## config.mk

```make
export PLATFORM = sky130hd
export DESIGN_NAME = voxel_face_culling_mesher_top
export DESIGN_NICKNAME = d
export VERILOG_FILES = /design/src/design/vfcm_pkg.sv /design/src/design/voxel_face_culling_mesher_top.sv /design/src/design/vfcm_ram.sv /design/src/design/vfcm_front.sv /design/src/design/vfcm_back.sv
export SDC_FILE = /design/constraint.sdc
export NUM_CORES = 2
export LEC_CHECK = 0
export BUFFER_PORTS_ARGS = -buffer_cell sky130_fd_sc_hd__buf_2
export CORE_ASPECT_RATIO = 1.75
export CORE_MARGIN = 1.5
export CORE_UTILIZATION = 41
export DETAILED_ROUTE_END_ITERATION = 10
export SLEW_MARGIN = 20
export SYNTH_ARGS = -nofsm -noshare
export SYNTH_HDL_FRONTEND = slang
export SYNTH_HIERARCHICAL = 1
export SYNTH_SLANG_ARGS = --single-unit
```

## constraint.sdc

```tcl
create_clock -name clk -period 18.7 [get_ports clk]
set_input_delay 2.805 -clock clk [delete_from_list [all_inputs] [get_ports clk]]
set_output_delay 2.805 -clock clk [all_outputs]
set_load 0.05 [all_outputs]
```

## src/design/vfcm_pkg.sv

```systemverilog
// shared types, constants and lookup functions for the voxel face culling mesher
`timescale 1ns / 1ps

package vfcm_pkg;

	// chunk geometry
	localparam int CHUNK_EDGE  = 8;
	localparam int VOXEL_COUNT = CHUNK_EDGE * CHUNK_EDGE * CHUNK_EDGE;
	localparam int ADDR_W      = $clog2(VOXEL_COUNT);

	// field widths
	localparam int VOX_W   = 3;
	localparam int TYPE_W  = 2;
	localparam int CHUNK_W = 16;
	localparam int COORD_W = 20;
	localparam int BASE_W  = 22;
	localparam int CFG_IDX_W = 2;
	localparam int FACES   = 6;

	// world coordinate clamp range
	localparam int COORD_MAX = 262144;
	localparam int COORD_MIN = -262144;

	// register indexes
	localparam logic [CFG_IDX_W-1:0] REG_CHUNK_X = 2'd0;
	localparam logic [CFG_IDX_W-1:0] REG_CHUNK_Y = 2'd1;
	localparam logic [CFG_IDX_W-1:0] REG_CHUNK_Z = 2'd2;

	// block types
	localparam logic [TYPE_W-1:0] TYPE_AIR     = 2'd0;
	localparam logic [TYPE_W-1:0] TYPE_UNUSED  = 2'd3;

	// request codes
	localparam logic REQ_WRITE = 1'b0;
	localparam logic REQ_MESH  = 1'b1;

	// face order: x-, y-, z-, x+, y+, z+
	localparam logic [2:0] FACE_XN = 3'd0;
	localparam logic [2:0] FACE_YN = 3'd1;
	localparam logic [2:0] FACE_ZN = 3'd2;
	localparam logic [2:0] FACE_XP = 3'd3;
	localparam logic [2:0] FACE_YP = 3'd4;
	localparam logic [2:0] FACE_ZP = 3'd5;

	// classified request word between front and back
	typedef struct packed {
		logic              is_mesh;
		logic [VOX_W-1:0]  x;
		logic [VOX_W-1:0]  y;
		logic [VOX_W-1:0]  z;
		logic [TYPE_W-1:0] new_type;
		logic              in_chunk;
		logic [FACES-1:0]  nbr_in;
	} front_item_t;

	// one result word
	typedef struct packed {
		logic [COORD_W-1:0] corner_a_x;
		logic [COORD_W-1:0] corner_a_y;
		logic [COORD_W-1:0] corner_a_z;
		logic [COORD_W-1:0] corner_b_x;
		logic [COORD_W-1:0] corner_b_y;
		logic [COORD_W-1:0] corner_b_z;
		logic [COORD_W-1:0] corner_c_x;
		logic [COORD_W-1:0] corner_c_y;
		logic [COORD_W-1:0] corner_c_z;
		logic [TYPE_W-1:0]  face_type;
		logic               tri_valid;
		logic               last_tri;
	} tri_word_t;

	// back end sequencer states
	typedef enum logic [1:0] {
		BK_IDLE,
		BK_READ,
		BK_EMIT
	} bk_state_t;

	// linear store address of a voxel
	function automatic logic [ADDR_W-1:0] cell_addr(
		input logic [VOX_W-1:0] x,
		input logic [VOX_W-1:0] y,
		input logic [VOX_W-1:0] z
	);
		return ADDR_W'((int'(x) * CHUNK_EDGE + int'(y)) * CHUNK_EDGE + int'(z));
	endfunction

	// unit cube corner offsets as {x, y, z}
	function automatic logic [2:0] cube_corner(input logic [2:0] idx);
		logic [2:0] u;
		case (idx)
			3'd0:    u = 3'b000;
			3'd1:    u = 3'b100;
			3'd2:    u = 3'b010;
			3'd3:    u = 3'b001;
			3'd4:    u = 3'b110;
			3'd5:    u = 3'b101;
			3'd6:    u = 3'b011;
			3'd7:    u = 3'b111;
			default: u = 3'b000;
		endcase
		return u;
	endfunction

	// corner indexes of each triangle as {a, b, c}, two per face
	function automatic logic [8:0] tri_corners(input logic [3:0] tri_idx);
		logic [8:0] t;
		case (tri_idx)
			4'd0:    t = {3'd0, 3'd3, 3'd6};
			4'd1:    t = {3'd6, 3'd2, 3'd0};
			4'd2:    t = {3'd0, 3'd1, 3'd5};
			4'd3:    t = {3'd5, 3'd3, 3'd0};
			4'd4:    t = {3'd0, 3'd2, 3'd4};
			4'd5:    t = {3'd4, 3'd1, 3'd0};
			4'd6:    t = {3'd7, 3'd5, 3'd1};
			4'd7:    t = {3'd1, 3'd4, 3'd7};
			4'd8:    t = {3'd7, 3'd4, 3'd2};
			4'd9:    t = {3'd2, 3'd6, 3'd7};
			4'd10:   t = {3'd7, 3'd6, 3'd3};
			4'd11:   t = {3'd3, 3'd5, 3'd7};
			default: t = {3'd0, 3'd0, 3'd0};
		endcase
		return t;
	endfunction

	// base plus unit offset, clamped to the coordinate range
	function automatic logic [COORD_W-1:0] world_coord(
		input logic [BASE_W-1:0] base,
		input logic              unit
	);
		logic [BASE_W-1:0] sum;
		logic [BASE_W-1:0] res;
		sum = base + BASE_W'(unit);
		if ($signed(sum) > $signed(BASE_W'(COORD_MAX))) begin
			res = BASE_W'(COORD_MAX);
		end else if ($signed(sum) < $signed(BASE_W'(COORD_MIN))) begin
			res = BASE_W'(COORD_MIN);
		end else begin
			res = sum;
		end
		return res[COORD_W-1:0];
	endfunction

endpackage

```

## src/design/voxel_face_culling_mesher_top.sv

```systemverilog
// top level of the voxel face culling mesher: configuration registers and the two halves
`timescale 1ns / 1ps

// Voxel face culling mesher.
// Request channel: a word is taken on a clock edge with push high and full low.
// A write word stores new_type (not the unused type) for one voxel of the 8x8x8 chunk;
// a mesh word names a voxel and yields one result word per visible triangle (up to
// twelve), or a single word with tri_valid low when the voxel is air or fully hidden.
// Result channel: the oldest result sits on the ports while empty is low and is
// taken on an edge with pop high. last_tri marks the final word of a request.
// Configuration: cfg_valid/cfg_ready with cfg_index and cfg_data set the chunk
// coordinates; cfg_ready is always high. Write only while the block is idle.
// A two-word request queue sits in front. A write is stored as the back end takes it.
// A mesh request reads the center and its six neighbors through the single read port
// of the voxel store, then emits its result words. A stalled result channel holds the
// back end while the front still takes words until its queue is full. Reset clears the
// queues and the chunk coordinates; voxel contents stay undefined until written.
module voxel_face_culling_mesher_top (
	input  logic                                 clk,
	input  logic                                 arst_n,
	input  logic                                 push,
	output logic                                 full,
	input  logic                                 req_type,
	input  logic [vfcm_pkg::VOX_W-1:0]           voxel_x,
	input  logic [vfcm_pkg::VOX_W-1:0]           voxel_y,
	input  logic [vfcm_pkg::VOX_W-1:0]           voxel_z,
	input  logic [vfcm_pkg::TYPE_W-1:0]          new_type,
	output logic                                 empty,
	input  logic                                 pop,
	output logic signed [vfcm_pkg::COORD_W-1:0]  corner_a_x,
	output logic signed [vfcm_pkg::COORD_W-1:0]  corner_a_y,
	output logic signed [vfcm_pkg::COORD_W-1:0]  corner_a_z,
	output logic signed [vfcm_pkg::COORD_W-1:0]  corner_b_x,
	output logic signed [vfcm_pkg::COORD_W-1:0]  corner_b_y,
	output logic signed [vfcm_pkg::COORD_W-1:0]  corner_b_z,
	output logic signed [vfcm_pkg::COORD_W-1:0]  corner_c_x,
	output logic signed [vfcm_pkg::COORD_W-1:0]  corner_c_y,
	output logic signed [vfcm_pkg::COORD_W-1:0]  corner_c_z,
	output logic [vfcm_pkg::TYPE_W-1:0]          face_type,
	output logic                                 tri_valid,
	output logic                                 last_tri,
	input  logic                                 cfg_valid,
	output logic                                 cfg_ready,
	input  logic [vfcm_pkg::CFG_IDX_W-1:0]       cfg_index,
	input  logic [vfcm_pkg::CHUNK_W-1:0]         cfg_data
);

	logic [vfcm_pkg::CHUNK_W-1:0] chunk_x_q, chunk_y_q, chunk_z_q;
	vfcm_pkg::front_item_t        item;
	vfcm_pkg::tri_word_t          word;
	logic                         avail;
	logic                         take;
	logic                         out_valid;

	// chunk coordinate registers
	assign cfg_ready = 1'b1;
	always_ff @(posedge clk or negedge arst_n) begin
		if (!arst_n) begin
			chunk_x_q <= '0;
			chunk_y_q <= '0;
			chunk_z_q <= '0;
		end else if (cfg_valid) begin
			case (cfg_index)
				vfcm_pkg::REG_CHUNK_X: chunk_x_q <= cfg_data;
				vfcm_pkg::REG_CHUNK_Y: chunk_y_q <= cfg_data;
				vfcm_pkg::REG_CHUNK_Z: chunk_z_q <= cfg_data;
				default: begin
				end
			endcase
		end
	end

	vfcm_front u_front (
		.clk      (clk),
		.arst_n   (arst_n),
		.push     (push),
		.full     (full),
		.req_type (req_type),
		.voxel_x  (voxel_x),
		.voxel_y  (voxel_y),
		.voxel_z  (voxel_z),
		.new_type (new_type),
		.take     (take),
		.avail    (avail),
		.item     (item)
	);

	vfcm_back u_back (
		.clk       (clk),
		.arst_n    (arst_n),
		.avail     (avail),
		.item      (item),
		.take      (take),
		.chunk_x   (chunk_x_q),
		.chunk_y   (chunk_y_q),
		.chunk_z   (chunk_z_q),
		.pop       (pop),
		.out_valid (out_valid),
		.out_word  (word)
	);

	// result ports
	assign empty      = !out_valid;
	assign corner_a_x = word.corner_a_x;
	assign corner_a_y = word.corner_a_y;
	assign corner_a_z = word.corner_a_z;
	assign corner_b_x = word.corner_b_x;
	assign corner_b_y = word.corner_b_y;
	assign corner_b_z = word.corner_b_z;
	assign corner_c_x = word.corner_c_x;
	assign corner_c_y = word.corner_c_y;
	assign corner_c_z = word.corner_c_z;
	assign face_type  = word.face_type;
	assign tri_valid  = word.tri_valid;
	assign last_tri   = word.last_tri;

endmodule

```

## src/design/vfcm_ram.sv

```systemverilog
// generic single write port, single read port ram with registered read
`timescale 1ns / 1ps

module vfcm_ram #(
	parameter int WIDTH = 2,
	parameter int DEPTH = 512
) (
	input  logic                     clk,
	input  logic                     we,
	input  logic [$clog2(DEPTH)-1:0] waddr,
	input  logic [WIDTH-1:0]         wdata,
	input  logic [$clog2(DEPTH)-1:0] raddr,
	output logic [WIDTH-1:0]         rdata
);

	logic [WIDTH-1:0] mem [DEPTH];
	logic [WIDTH-1:0] rdata_q;

	// write port
	always_ff @(posedge clk) begin
		if (we) begin
			mem[waddr] <= wdata;
		end
	end

	// registered read port
	always_ff @(posedge clk) begin
		rdata_q <= mem[raddr];
	end

	assign rdata = rdata_q;

endmodule

```

## src/design/vfcm_front.sv

```systemverilog
// front end: takes request words, classifies them and queues them for the back end
`timescale 1ns / 1ps

module vfcm_front (
	input  logic                         clk,
	input  logic                         arst_n,
	input  logic                         push,
	output logic                         full,
	input  logic                         req_type,
	input  logic [vfcm_pkg::VOX_W-1:0]   voxel_x,
	input  logic [vfcm_pkg::VOX_W-1:0]   voxel_y,
	input  logic [vfcm_pkg::VOX_W-1:0]   voxel_z,
	input  logic [vfcm_pkg::TYPE_W-1:0]  new_type,
	input  logic                         take,
	output logic                         avail,
	output vfcm_pkg::front_item_t        item
);

	vfcm_pkg::front_item_t slot_q [2];
	vfcm_pkg::front_item_t cls;
	logic                  wr_ptr_q;
	logic                  rd_ptr_q;
	logic [1:0]            cnt_q;
	logic                  push_ok;
	logic                  pop_ok;

	// classify the incoming word
	always_comb begin
		cls.is_mesh  = (req_type == vfcm_pkg::REQ_MESH);
		cls.x        = voxel_x;
		cls.y        = voxel_y;
		cls.z        = voxel_z;
		cls.new_type = new_type;
		cls.in_chunk = (int'(voxel_x) < vfcm_pkg::CHUNK_EDGE) &&
		               (int'(voxel_y) < vfcm_pkg::CHUNK_EDGE) &&
		               (int'(voxel_z) < vfcm_pkg::CHUNK_EDGE);
		cls.nbr_in[vfcm_pkg::FACE_XN] = (voxel_x != '0);
		cls.nbr_in[vfcm_pkg::FACE_YN] = (voxel_y != '0);
		cls.nbr_in[vfcm_pkg::FACE_ZN] = (voxel_z != '0);
		cls.nbr_in[vfcm_pkg::FACE_XP] = (int'(voxel_x) + 1 < vfcm_pkg::CHUNK_EDGE);
		cls.nbr_in[vfcm_pkg::FACE_YP] = (int'(voxel_y) + 1 < vfcm_pkg::CHUNK_EDGE);
		cls.nbr_in[vfcm_pkg::FACE_ZP] = (int'(voxel_z) + 1 < vfcm_pkg::CHUNK_EDGE);
	end

	assign full    = (cnt_q == 2'd2);
	assign avail   = (cnt_q != 2'd0);
	assign push_ok = push && !full;
	assign pop_ok  = take && avail;
	assign item    = slot_q[rd_ptr_q];

	// two entry queue storage
	always_ff @(posedge clk) begin
		if (push_ok) begin
			slot_q[wr_ptr_q] <= cls;
		end
	end

	// queue pointers and fill count
	always_ff @(posedge clk or negedge arst_n) begin
		if (!arst_n) begin
			wr_ptr_q <= 1'b0;
			rd_ptr_q <= 1'b0;
			cnt_q    <= 2'd0;
		end else begin
			if (push_ok) begin
				wr_ptr_q <= !wr_ptr_q;
			end
			if (pop_ok) begin
				rd_ptr_q <= !rd_ptr_q;
			end
			case ({push_ok, pop_ok})
				2'b10:   cnt_q <= cnt_q + 2'd1;
				2'b01:   cnt_q <= cnt_q - 2'd1;
				default: cnt_q <= cnt_q;
			endcase
		end
	end

endmodule

```

## src/design/vfcm_back.sv

```systemverilog
// back end: voxel store, neighbor scan and triangle emission into the result register
`timescale 1ns / 1ps

module vfcm_back (
	input  logic                          clk,
	input  logic                          arst_n,
	input  logic                          avail,
	input  vfcm_pkg::front_item_t         item,
	output logic                          take,
	input  logic [vfcm_pkg::CHUNK_W-1:0]  chunk_x,
	input  logic [vfcm_pkg::CHUNK_W-1:0]  chunk_y,
	input  logic [vfcm_pkg::CHUNK_W-1:0]  chunk_z,
	input  logic                          pop,
	output logic                          out_valid,
	output vfcm_pkg::tri_word_t           out_word
);

	vfcm_pkg::bk_state_t           state_q, state_d;
	vfcm_pkg::front_item_t         cur_q;
	logic [vfcm_pkg::BASE_W-1:0]   base_x_q, base_y_q, base_z_q;
	logic [2:0]                    rd_cnt_q;
	logic [vfcm_pkg::TYPE_W-1:0]   vt_q;
	logic [vfcm_pkg::FACES-1:0]    open_q;
	logic [vfcm_pkg::FACES-1:0]    pend_q;
	logic                          half_q;
	logic                          out_valid_q;
	vfcm_pkg::tri_word_t           out_q;

	logic                          ram_we;
	logic [vfcm_pkg::ADDR_W-1:0]   ram_waddr;
	logic [vfcm_pkg::ADDR_W-1:0]   ram_raddr;
	logic [vfcm_pkg::TYPE_W-1:0]   ram_rdata;

	logic [2:0]                    rd_face;
	logic [2:0]                    data_face;
	logic [vfcm_pkg::VOX_W-1:0]    nx, ny, nz;
	logic                          face_open_now;
	logic [vfcm_pkg::FACES-1:0]    open_full;
	logic [2:0]                    cur_face;
	logic [vfcm_pkg::FACES-1:0]    cur_bit;
	logic                          out_load;
	logic                          emit_last;
	logic [3:0]                    tri_idx;
	logic [8:0]                    tri_c;
	logic [2:0]                    ua, ub, uc;
	vfcm_pkg::tri_word_t           word_d;

	vfcm_ram #(
		.WIDTH(vfcm_pkg::TYPE_W),
		.DEPTH(vfcm_pkg::VOXEL_COUNT)
	) u_store (
		.clk   (clk),
		.we    (ram_we),
		.waddr (ram_waddr),
		.wdata (item.new_type),
		.raddr (ram_raddr),
		.rdata (ram_rdata)
	);

	// write requests go straight to the store
	assign take      = (state_q == vfcm_pkg::BK_IDLE) && avail;
	assign ram_we    = take && !item.is_mesh && item.in_chunk &&
	                   (item.new_type != vfcm_pkg::TYPE_UNUSED);
	assign ram_waddr = vfcm_pkg::cell_addr(item.x, item.y, item.z);

	// read address: center first, then the six neighbors
	assign rd_face   = rd_cnt_q - 3'd1;
	always_comb begin
		nx = cur_q.x;
		ny = cur_q.y;
		nz = cur_q.z;
		case (rd_face)
			vfcm_pkg::FACE_XN: nx = cur_q.x - 3'd1;
			vfcm_pkg::FACE_YN: ny = cur_q.y - 3'd1;
			vfcm_pkg::FACE_ZN: nz = cur_q.z - 3'd1;
			vfcm_pkg::FACE_XP: nx = cur_q.x + 3'd1;
			vfcm_pkg::FACE_YP: ny = cur_q.y + 3'd1;
			vfcm_pkg::FACE_ZP: nz = cur_q.z + 3'd1;
			default: begin
				nx = cur_q.x;
				ny = cur_q.y;
				nz = cur_q.z;
			end
		endcase
		if (rd_cnt_q == 3'd0) begin
			ram_raddr = vfcm_pkg::cell_addr(cur_q.x, cur_q.y, cur_q.z);
		end else begin
			ram_raddr = vfcm_pkg::cell_addr(nx, ny, nz);
		end
	end

	// neighbor test on the word read in the cycle before
	assign data_face     = rd_cnt_q - 3'd2;
	assign face_open_now = !cur_q.nbr_in[data_face] || (ram_rdata == vfcm_pkg::TYPE_AIR);
	assign open_full     = {face_open_now, open_q[vfcm_pkg::FACES-2:0]};

	// lowest face still to emit
	always_comb begin
		cur_face = 3'd0;
		for (int i = vfcm_pkg::FACES - 1; i >= 0; i--) begin
			if (pend_q[i]) begin
				cur_face = 3'(i);
			end
		end
		cur_bit = vfcm_pkg::FACES'(1) << cur_face;
	end

	assign tri_idx = {cur_face, half_q};
	assign tri_c   = vfcm_pkg::tri_corners(tri_idx);
	assign ua      = vfcm_pkg::cube_corner(tri_c[8:6]);
	assign ub      = vfcm_pkg::cube_corner(tri_c[5:3]);
	assign uc      = vfcm_pkg::cube_corner(tri_c[2:0]);

	// result word for the current triangle or the no-triangle marker
	always_comb begin
		if (pend_q == '0) begin
			word_d            = '0;
			word_d.face_type  = vt_q;
			word_d.tri_valid  = 1'b0;
			word_d.last_tri   = 1'b1;
			emit_last         = 1'b1;
		end else begin
			emit_last         = half_q && ((pend_q & ~cur_bit) == '0);
			word_d.corner_a_x = vfcm_pkg::world_coord(base_x_q, ua[2]);
			word_d.corner_a_y = vfcm_pkg::world_coord(base_y_q, ua[1]);
			word_d.corner_a_z = vfcm_pkg::world_coord(base_z_q, ua[0]);
			word_d.corner_b_x = vfcm_pkg::world_coord(base_x_q, ub[2]);
			word_d.corner_b_y = vfcm_pkg::world_coord(base_y_q, ub[1]);
			word_d.corner_b_z = vfcm_pkg::world_coord(base_z_q, ub[0]);
			word_d.corner_c_x = vfcm_pkg::world_coord(base_x_q, uc[2]);
			word_d.corner_c_y = vfcm_pkg::world_coord(base_y_q, uc[1]);
			word_d.corner_c_z = vfcm_pkg::world_coord(base_z_q, uc[0]);
			word_d.face_type  = vt_q;
			word_d.tri_valid  = 1'b1;
			word_d.last_tri   = emit_last;
		end
	end

	assign out_load = (state_q == vfcm_pkg::BK_EMIT) && (!out_valid_q || pop);

	// next state
	always_comb begin
		state_d = state_q;
		case (state_q)
			vfcm_pkg::BK_IDLE: begin
				if (take && item.is_mesh) begin
					state_d = vfcm_pkg::BK_READ;
				end
			end
			vfcm_pkg::BK_READ: begin
				if (rd_cnt_q == 3'd7) begin
					state_d = vfcm_pkg::BK_EMIT;
				end
			end
			vfcm_pkg::BK_EMIT: begin
				if (out_load && emit_last) begin
					state_d = vfcm_pkg::BK_IDLE;
				end
			end
			default: state_d = vfcm_pkg::BK_IDLE;
		endcase
	end

	// state register
	always_ff @(posedge clk or negedge arst_n) begin
		if (!arst_n) begin
			state_q <= vfcm_pkg::BK_IDLE;
		end else begin
			state_q <= state_d;
		end
	end

	// request context, scan results and emission progress
	always_ff @(posedge clk) begin
		if (take && item.is_mesh) begin
			cur_q    <= item;
			rd_cnt_q <= 3'd0;
			base_x_q <= vfcm_pkg::BASE_W'($signed(chunk_x) * vfcm_pkg::CHUNK_EDGE) +
			            vfcm_pkg::BASE_W'(item.x);
			base_y_q <= vfcm_pkg::BASE_W'($signed(chunk_y) * vfcm_pkg::CHUNK_EDGE) +
			            vfcm_pkg::BASE_W'(item.y);
			base_z_q <= vfcm_pkg::BASE_W'($signed(chunk_z) * vfcm_pkg::CHUNK_EDGE) +
			            vfcm_pkg::BASE_W'(item.z);
		end
		if (state_q == vfcm_pkg::BK_READ) begin
			rd_cnt_q <= rd_cnt_q + 3'd1;
			if (rd_cnt_q == 3'd1) begin
				vt_q <= cur_q.in_chunk ? ram_rdata : vfcm_pkg::TYPE_AIR;
			end
			if (rd_cnt_q >= 3'd2) begin
				open_q[data_face] <= face_open_now;
			end
			if (rd_cnt_q == 3'd7) begin
				pend_q <= (vt_q != vfcm_pkg::TYPE_AIR) ? open_full : '0;
				half_q <= 1'b0;
			end
		end
		if (out_load && (pend_q != '0)) begin
			half_q <= !half_q;
			if (half_q) begin
				pend_q <= pend_q & ~cur_bit;
			end
		end
	end

	// result register
	always_ff @(posedge clk or negedge arst_n) begin
		if (!arst_n) begin
			out_valid_q <= 1'b0;
		end else if (out_load) begin
			out_valid_q <= 1'b1;
		end else if (pop) begin
			out_valid_q <= 1'b0;
		end
	end

	always_ff @(posedge clk) begin
		if (out_load) begin
			out_q <= word_d;
		end
	end

	assign out_valid = out_valid_q;
	assign out_word  = out_q;

endmodule

```

======== Yosys cells after proc, flatten, opt, wreduce, memory -nomap -nowiden ========
Memory sizes are Yosys's and may differ from the RTL's. A register that Yosys moved wholly into a read port is not among the register bits.
Cells that the tools add are included.
storage, ports and cells
  register bits after elaboration ......... 339
  bits in writable memories ............... 1060
  memory bits (read-only) ................. 216
  bits of input ports ..................... 35
  output and inout port bits .............. 187
  logic and storage cells ................. 254
  memories ................................ 6
memories
  name                words  width  read ports  clocked after Yosys merged registers in  wr ports  RTL line          source
  u_back.u_store.mem  512    2      1           1                                        1         vfcm_ram.sv:16    logic [WIDTH-1:0] mem [DEPTH];
  (no name shown)     16     9      1           0                                        0         vfcm_pkg.sv:108   case (tri_idx)
  u_front.slot_q      2      18     1           0                                        1         vfcm_front.sv:19  vfcm_pkg::front_item_t slot_q [2];
  (no name shown)     8      3      1           0                                        0         vfcm_pkg.sv:91    case (idx)
  (no name shown)     8      3      1           0                                        0         vfcm_pkg.sv:91
  (no name shown)     8      3      1           0                                        0         vfcm_pkg.sv:91
cells by class
  add/subtract/negate cells ............... 32
  order comparisons ....................... 24
  eq/ne operators ......................... 18
  shifts and indexed selects .............. 1
  multiplexer cells ....................... 56
  bitwise operators ....................... 2
  reduce and logical (&&, ||, !) cells .... 64
operator list
  kind                                                   count
  adder 22 x 1 -> 22 bit                                 9
  > comparator 22 x 20 -> 1 bit (second input constant)  9
  < comparator 22 x 19 -> 1 bit (second input constant)  9
  two-way mux 20 bit                                     9
  two-way mux 19 bit                                     9
  < comparator 32 x 5 -> 1 bit (second input constant)   3
  adder 19 x 4 -> 20 bit                                 3
  two-way mux 6 bit                                      5
  adder 9 x 4 -> 9 bit                                   3
  OR reduction 3 bit                                     9
  two-way mux 3 bit                                      8
  adder 6 x 3 -> 6 bit                                   3
  case mux 3 bit (2 select lines)                        3
  OR reduction 2 bit                                     9
  nonzero test 2 bit                                     7
  adder 3 x 1 -> 3 bit (second input constant)           4
  adder 3 x 1 -> 4 bit (second input constant)           3
  zero test 6 bit                                        2
  two-way mux 1 bit                                      12
  AND reduction 2 bit                                    6
  subtractor 3 x 1 -> 3 bit (second input constant)      4
  logical AND 1 bit                                      11
  == test 3 bit (second input constant)                  3
  two-way mux 9 bit                                      1
  other kinds (29)                                       53

======== Depth between registers and ports, before layout ========
  depth after elaboration ................. 15
  mapped depth ............................ 22
  mapped depth without buffers ............ 20

======== Modules after synthesis ========
Netlist, hierarchy kept.
by module, submodules not included
  module                         times used  cells each  area each (um^2)  seq. area each (um^2)
  vfcm_ram                       1           2608        42314.3           30789.5
  vfcm_back                      1           1287        14179.8           7972.6
  voxel_face_culling_mesher_top  1           105         1830.5            1201.2
  vfcm_front                     1           82          1550.2            1181.1

======== Least setup slack after synthesis ========
Ideal clock, no wire load.
  path type ............................... input to register
  start point ............................. input port pop
  end point ............................... register u_back/pend_q[1] in the netlist's numbering
  setup time .............................. 0.117 ns
  arrival ................................. 18.426 ns
  required time ........................... 18.583 ns
  path slack .............................. 0.157 ns
  stages .................................. 5
  buffers on the path ..................... 0
  cell sequence ........................... nand2b_1 -> nor3b_1 -> nand2_1 -> or3_1 -> a32o_1
on the way
  cells in the longest elaborated chain, start to end .. 4
ends and longest elaborated chain
  item                  RTL line                             source
  start, declared       voxel_face_culling_mesher_top.sv:29  input logic pop,
  logical OR 1 bit      vfcm_back.sv:139                     assign out_load = (state_q == vfcm_pkg::BK_EMIT) && (!out_valid_q || pop);
  logical AND 1 bit     vfcm_back.sv:139
  via u_back.out_load   vfcm_back.sv:41                      logic out_load;
  logical AND 1 bit     vfcm_back.sv:198                     if (out_load && (pend_q != '0)) begin
  two-way mux 6 bit     vfcm_back.sv:198
  end signal, assigned  vfcm_back.sv:194                     pend_q <= (vt_q != vfcm_pkg::TYPE_AIR) ? open_full : '0;
  end signal, assigned  vfcm_back.sv:201                     pend_q <= pend_q & ~cur_bit;
  end, declared         vfcm_back.sv:24                      logic [vfcm_pkg::FACES-1:0] pend_q;
The timed path passes the listed nets, and every way through them passes these cells.
A chain may end at the register's enable or synchronous reset.

======== Worst setup path after layout ========
  start point ............................. register u_back.rd_cnt_q[0]
  end point ............................... register u_back.u_store.rdata_q[1], in the netlist u_back/u_store/rdata[1], read port of u_back.u_store.mem
on the way
  elaborated cells on any way between the ends .. 14
  classes of those cells .................. 3 x add/sub; 5 x eq/ne; 4 x mux; 2 x reduce/logical
RTL lines
  item                                                            RTL line          source
  start, declared                                                 vfcm_back.sv:21   logic [2:0] rd_cnt_q;
  start signal, assigned                                          vfcm_back.sv:186  rd_cnt_q <= rd_cnt_q + 3'd1;
  subtractor 3 x 1 -> 3 bit (*)                                   vfcm_back.sv:67   assign rd_face = rd_cnt_q - 3'd1;
  via u_back.rd_face[0]                                           vfcm_back.sv:34   logic [2:0] rd_face;
  == test 3 bit / == test 3 x 2 -> 1 bit (equally long branches)  vfcm_back.sv:72   case (rd_face)
  case mux 3 bit (2 select lines) (*)                             vfcm_back.sv:72
  adder 9 x 4 -> 9 bit (*)                                        vfcm_pkg.sv:85    return ADDR_W'((int'(x) * CHUNK_EDGE + int'(y)) * CHUNK_EDGE + int'(z));
  two-way mux 9 bit (*)                                           vfcm_back.sv:85   if (rd_cnt_q == 3'd0) begin
  via u_back.ram_raddr (one bit)                                  vfcm_back.sv:31   logic [vfcm_pkg::ADDR_W-1:0] ram_raddr;
  end, declared                                                   vfcm_ram.sv:17    logic [WIDTH-1:0] rdata_q;
Mark *: on every way through the listed nets, which the timed path passes. The rest lies on a longest branch.

==> flow_metrics.py <==
metrics = {
    "grt": {
        "grtUsageTotal_pct": 22.3,
        "grt_pass1_vias": 36539,
        "grt-ovfl-total": 0,
        "grt_pass1_wl_um": 241000,
        "grt_max_degree": 245,
        "antenna_found_initial": 5,
    },
    "finish": {
        "area_delta_synth_final_pct": 11.1,
        "ff_latch_area_um2": 41100,
        "nFillCells": 12776,
        "multi_input_area_um2": 17300,
        "drive_gt1_share_pct": 16.8,
        "final_nets": 4271,
        "design_area_um2": 66500,
    },
    "sta": {
        "setup_viol": 0,
        "maxSlewViolCount": 0,
        "fin_crit_sh_pct": 38.8,
        "period_minus_slack_ns": 7.26,
        "tightest_slew_ns": 1.11,
        "hold_viol_final": 0,
        "setup_tns_ns": 0,
        "fin_skew_ns": 0.0343,
        "whs_ns": 0.442,
        "fmax_mhz": 138,
        "slew_headroom_pct": 25.4,
        "rsz0062_at_grt": "no",
    },
    "worst_setup_path": {
        "path_buf_inv": 5,
        "path_max_fanout": 122,
        "worstSetupStartpointType": "flop",
        "slowest_stage": "buf_4",
        "worstPathArrival_ns": 7.88,
        "max_stage_delay_ns": 0.82,
        "path_delay_family": "buffers and inverters",
        "crit_chain": "inv_1 -> ha_1 -> ha_1 -> nand2b_1 -> a21oi_1 -> xor2_4 -> buf_12 -> buf_4 -> buf_4 -> buf_4 -> mux4_2 -> nor4_1 -> or4_1 -> a211oi_1 -> nand4_1 -> nor3_1 -> or4_1",
        "crit_top_cell": "buf_4",
        "worstPathRequired_ns": 19.32,
        "crit_type": "reg -> reg",
        "cp-end-kind": "flop",
    },
    "power_and_ir_drop": {
        "peakVddDrop_mv": 0.261,
        "p_leak_uw": 0.0214,
        "powerDensity_nw_per_um2": 167,
    },
    "floorplanning": {
        "die_width_um": 292,
        "io_pins": 222,
        "rows": 185,
        "initial_core_util_pct": 41.3,
        "core_area_um2": 145000,
        "die_y_um": 509,
        "die_area_um2": 148000,
    },
    "synthesis": {
        "synth-seq-cells": 1382,
        "yosysWarnings": 6,
        "synth_area_leaders": "edfxtp_1 (66%), nor2_1 (4.9%), mux4_2 (4.9%)",
        "synth_nets": 4158,
        "synthesis.area_um2": 59900,
        "synth_common_cells": "edfxtp_1 (1319), nor2_1 (779), mux2i_1 (254)",
        "async_reset_ff_share_pct": 3.98,
        "ys_dominant_reg_cell": "edfxtp_1",
        "syn_avg_cell_area_um2": 14.7,
        "yosysSeqAreaShare_pct": 68.7,
        "synth_edf_count": 1319,
        "netlist_instances": 4082,
        "synth_most_common_cell": "edfxtp_1",
        "synth_top_area_share_pct": 66.2,
        "ys_types": 97,
        "synth.largest_area_cell": "edfxtp_1",
    },
    "placed_design": {
        "gp_congestion": 0.953,
        "placed_area_um2": 62400,
        "dpl.hpwl_um": 106000,
        "portBuffers": 220,
    },
    "outcome": {
        "outcome": "complete, no violations",
    },
    "clock_network": {
        "cts_tree": "done",
        "cts_resized": 0,
        "clk_path_buf_depth": 3,
        "cts_buffers": 115,
        "clkLatencyLatePin_ns": 0.76,
        "cts_setup_buffers": 0,
        "cts.clk_slew.worst_paths_ns": 0.07,
        "hold_buffers": 0,
        "cts.sinks": 1382,
        "cts-root-buf": "clkbuf_16",
        "h-tree-depth": 3,
    },
    "detailed_routing": {
        "wire_per_inst_um": 27.0,
        "via_count": 35653,
        "wl_um": 167000,
        "drtIter0Drc": 2955,
        "viasPerCell": 5.78,
        "firstDrtPassIters": 6,
        "ant_nets": 0,
        "drc": 0,
    },
    "flow_run": {
        "drv_cap": 0,
    },
    "hold_path": {
        "hp-class": "reg -> reg",
    },
}
flip-flops by register name (all words and copies together), names as in the netlist:
register,cells
u_back/pend_q,6
chunk_z_q,16
u_back/rd_cnt_q,3
u_back/state_q,2
u_back/open_q,5
u_back/out_valid,1
chunk_y_q,16
u_back/base_z_q,17
chunk_x_q,16
u_back/vt_q,2
u_back/cur_q,13
u_back/u_store/rdata,2
u_back/half_q,1
u_back/base_y_q,17
u_back/out_word,184
u_back/base_x_q,17
u_front/wr_ptr_q,1
u_front/rd_ptr_q,1
u_front/slot_q,36
u_front/cnt_q,2
u_back/u_store/mem,1024
tightest hold or removal path: stages, from the launching register on:
cell and delay, ns:
edfxtp_1 0.32, nand2_1 0.05, nand2_1 0.04
cell usage in the layout, fill, tap and decap left out, types with 66 or more instances in the layout:
cell / n
edfxtp_1: 1319
nor2_1: 777
mux2i_1: 254
buf_2: 220
nand2_1: 157
mux4_2: 129
clkbuf_16: 116
xnor2_1: 111
o221ai_1: 111
nor3_1: 82
mux2_2: 72
a21oi_1: 67
nand3_1: 66
layer usage:
| metal | vias up | track usage [%] | wire (um) |
|---|---|---|---|
| met3 | 397 | 3.08 | 9450 |
| li1 | 15711 | - | - |
| met2 | 1382 | 42.5 | 90800 |
| met5 | - | 0 | 40 |
| met4 | 6 | 13.1 | 10800 |
| met1 | 18157 | 22.9 | 55500 |
through the flow:
| step | util (%) | worst slack [ns] | total power (uW) | std cells |
|---|---|---|---|---|
| 2_1_floorplan | - | 0.157 | 7210 | 4082 |
| 3_3_place_gp | 43.0 | 11.49 | 8510 | 5948 |
| 3_5_place_dp | 43.0 | 11.41 | 8540 | 5948 |
| 4_1_cts | 45.8 | 11.37 | 11100 | 6161 |
| 5_1_grt | 45.8 | 10.97 | 11500 | 6162 |
| 6_report | 45.8 | 11.44 | 11100 | 6168 |
final timing paths:
check,from,end,slack (ns),cells after the start
hold / removal,u_back/open_q[3],u_back/pend_q[3],0.44,2
hold reg to reg,u_back/open_q[3],u_back/pend_q[3],0.44,2
max in group asynchronous,arst_n,chunk_x_q[10],15.93,2
setup / recovery,u_back/rd_cnt_q[0],u_back/u_store/rdata[1],11.44,17
setup reg to reg,u_back/rd_cnt_q[0],u_back/u_store/rdata[1],11.44,17
min in group asynchronous,arst_n,chunk_z_q[9],2.22,2
kinds of logic (layout without fill, tap and decap cells):
logic type               Yosys count  count (layout)  synth area share [%]
AND/OR/NAND/NOR                 1329            1329                  9.88
other                              2               9                0.0125
XOR/XNOR                         168             168                  2.46
flip-flops                      1382            1382                  68.7
adder cells (fa/ha/maj)           48              48                  1.01
AO/OA/AOI/OAI                    389             389                  4.67
buffers and inverters            305             514                  2.72
multiplexers                     459             459                  10.5
report_power, final:
group | switching (uW) | internal (uW) | total, uW
combinational | 2930 | 1470 | 4400
clock | 1130 | 1470 | 2600
sequential | 178 | 3910 | 4090
total | 4240 | 6850 | 11100
layout make-up:
type	count	area share, %
diodes	7	0.0263
clock buffers	130	4.44
multi-input cells	2395	26.1
repair buffers	272	2.28
inverters	29	0.164
clock inverters	83	1.63
well taps	1870	3.52
flip-flops and latches	1382	61.9
Note: power is estimated with default switching activity, not from simulation.
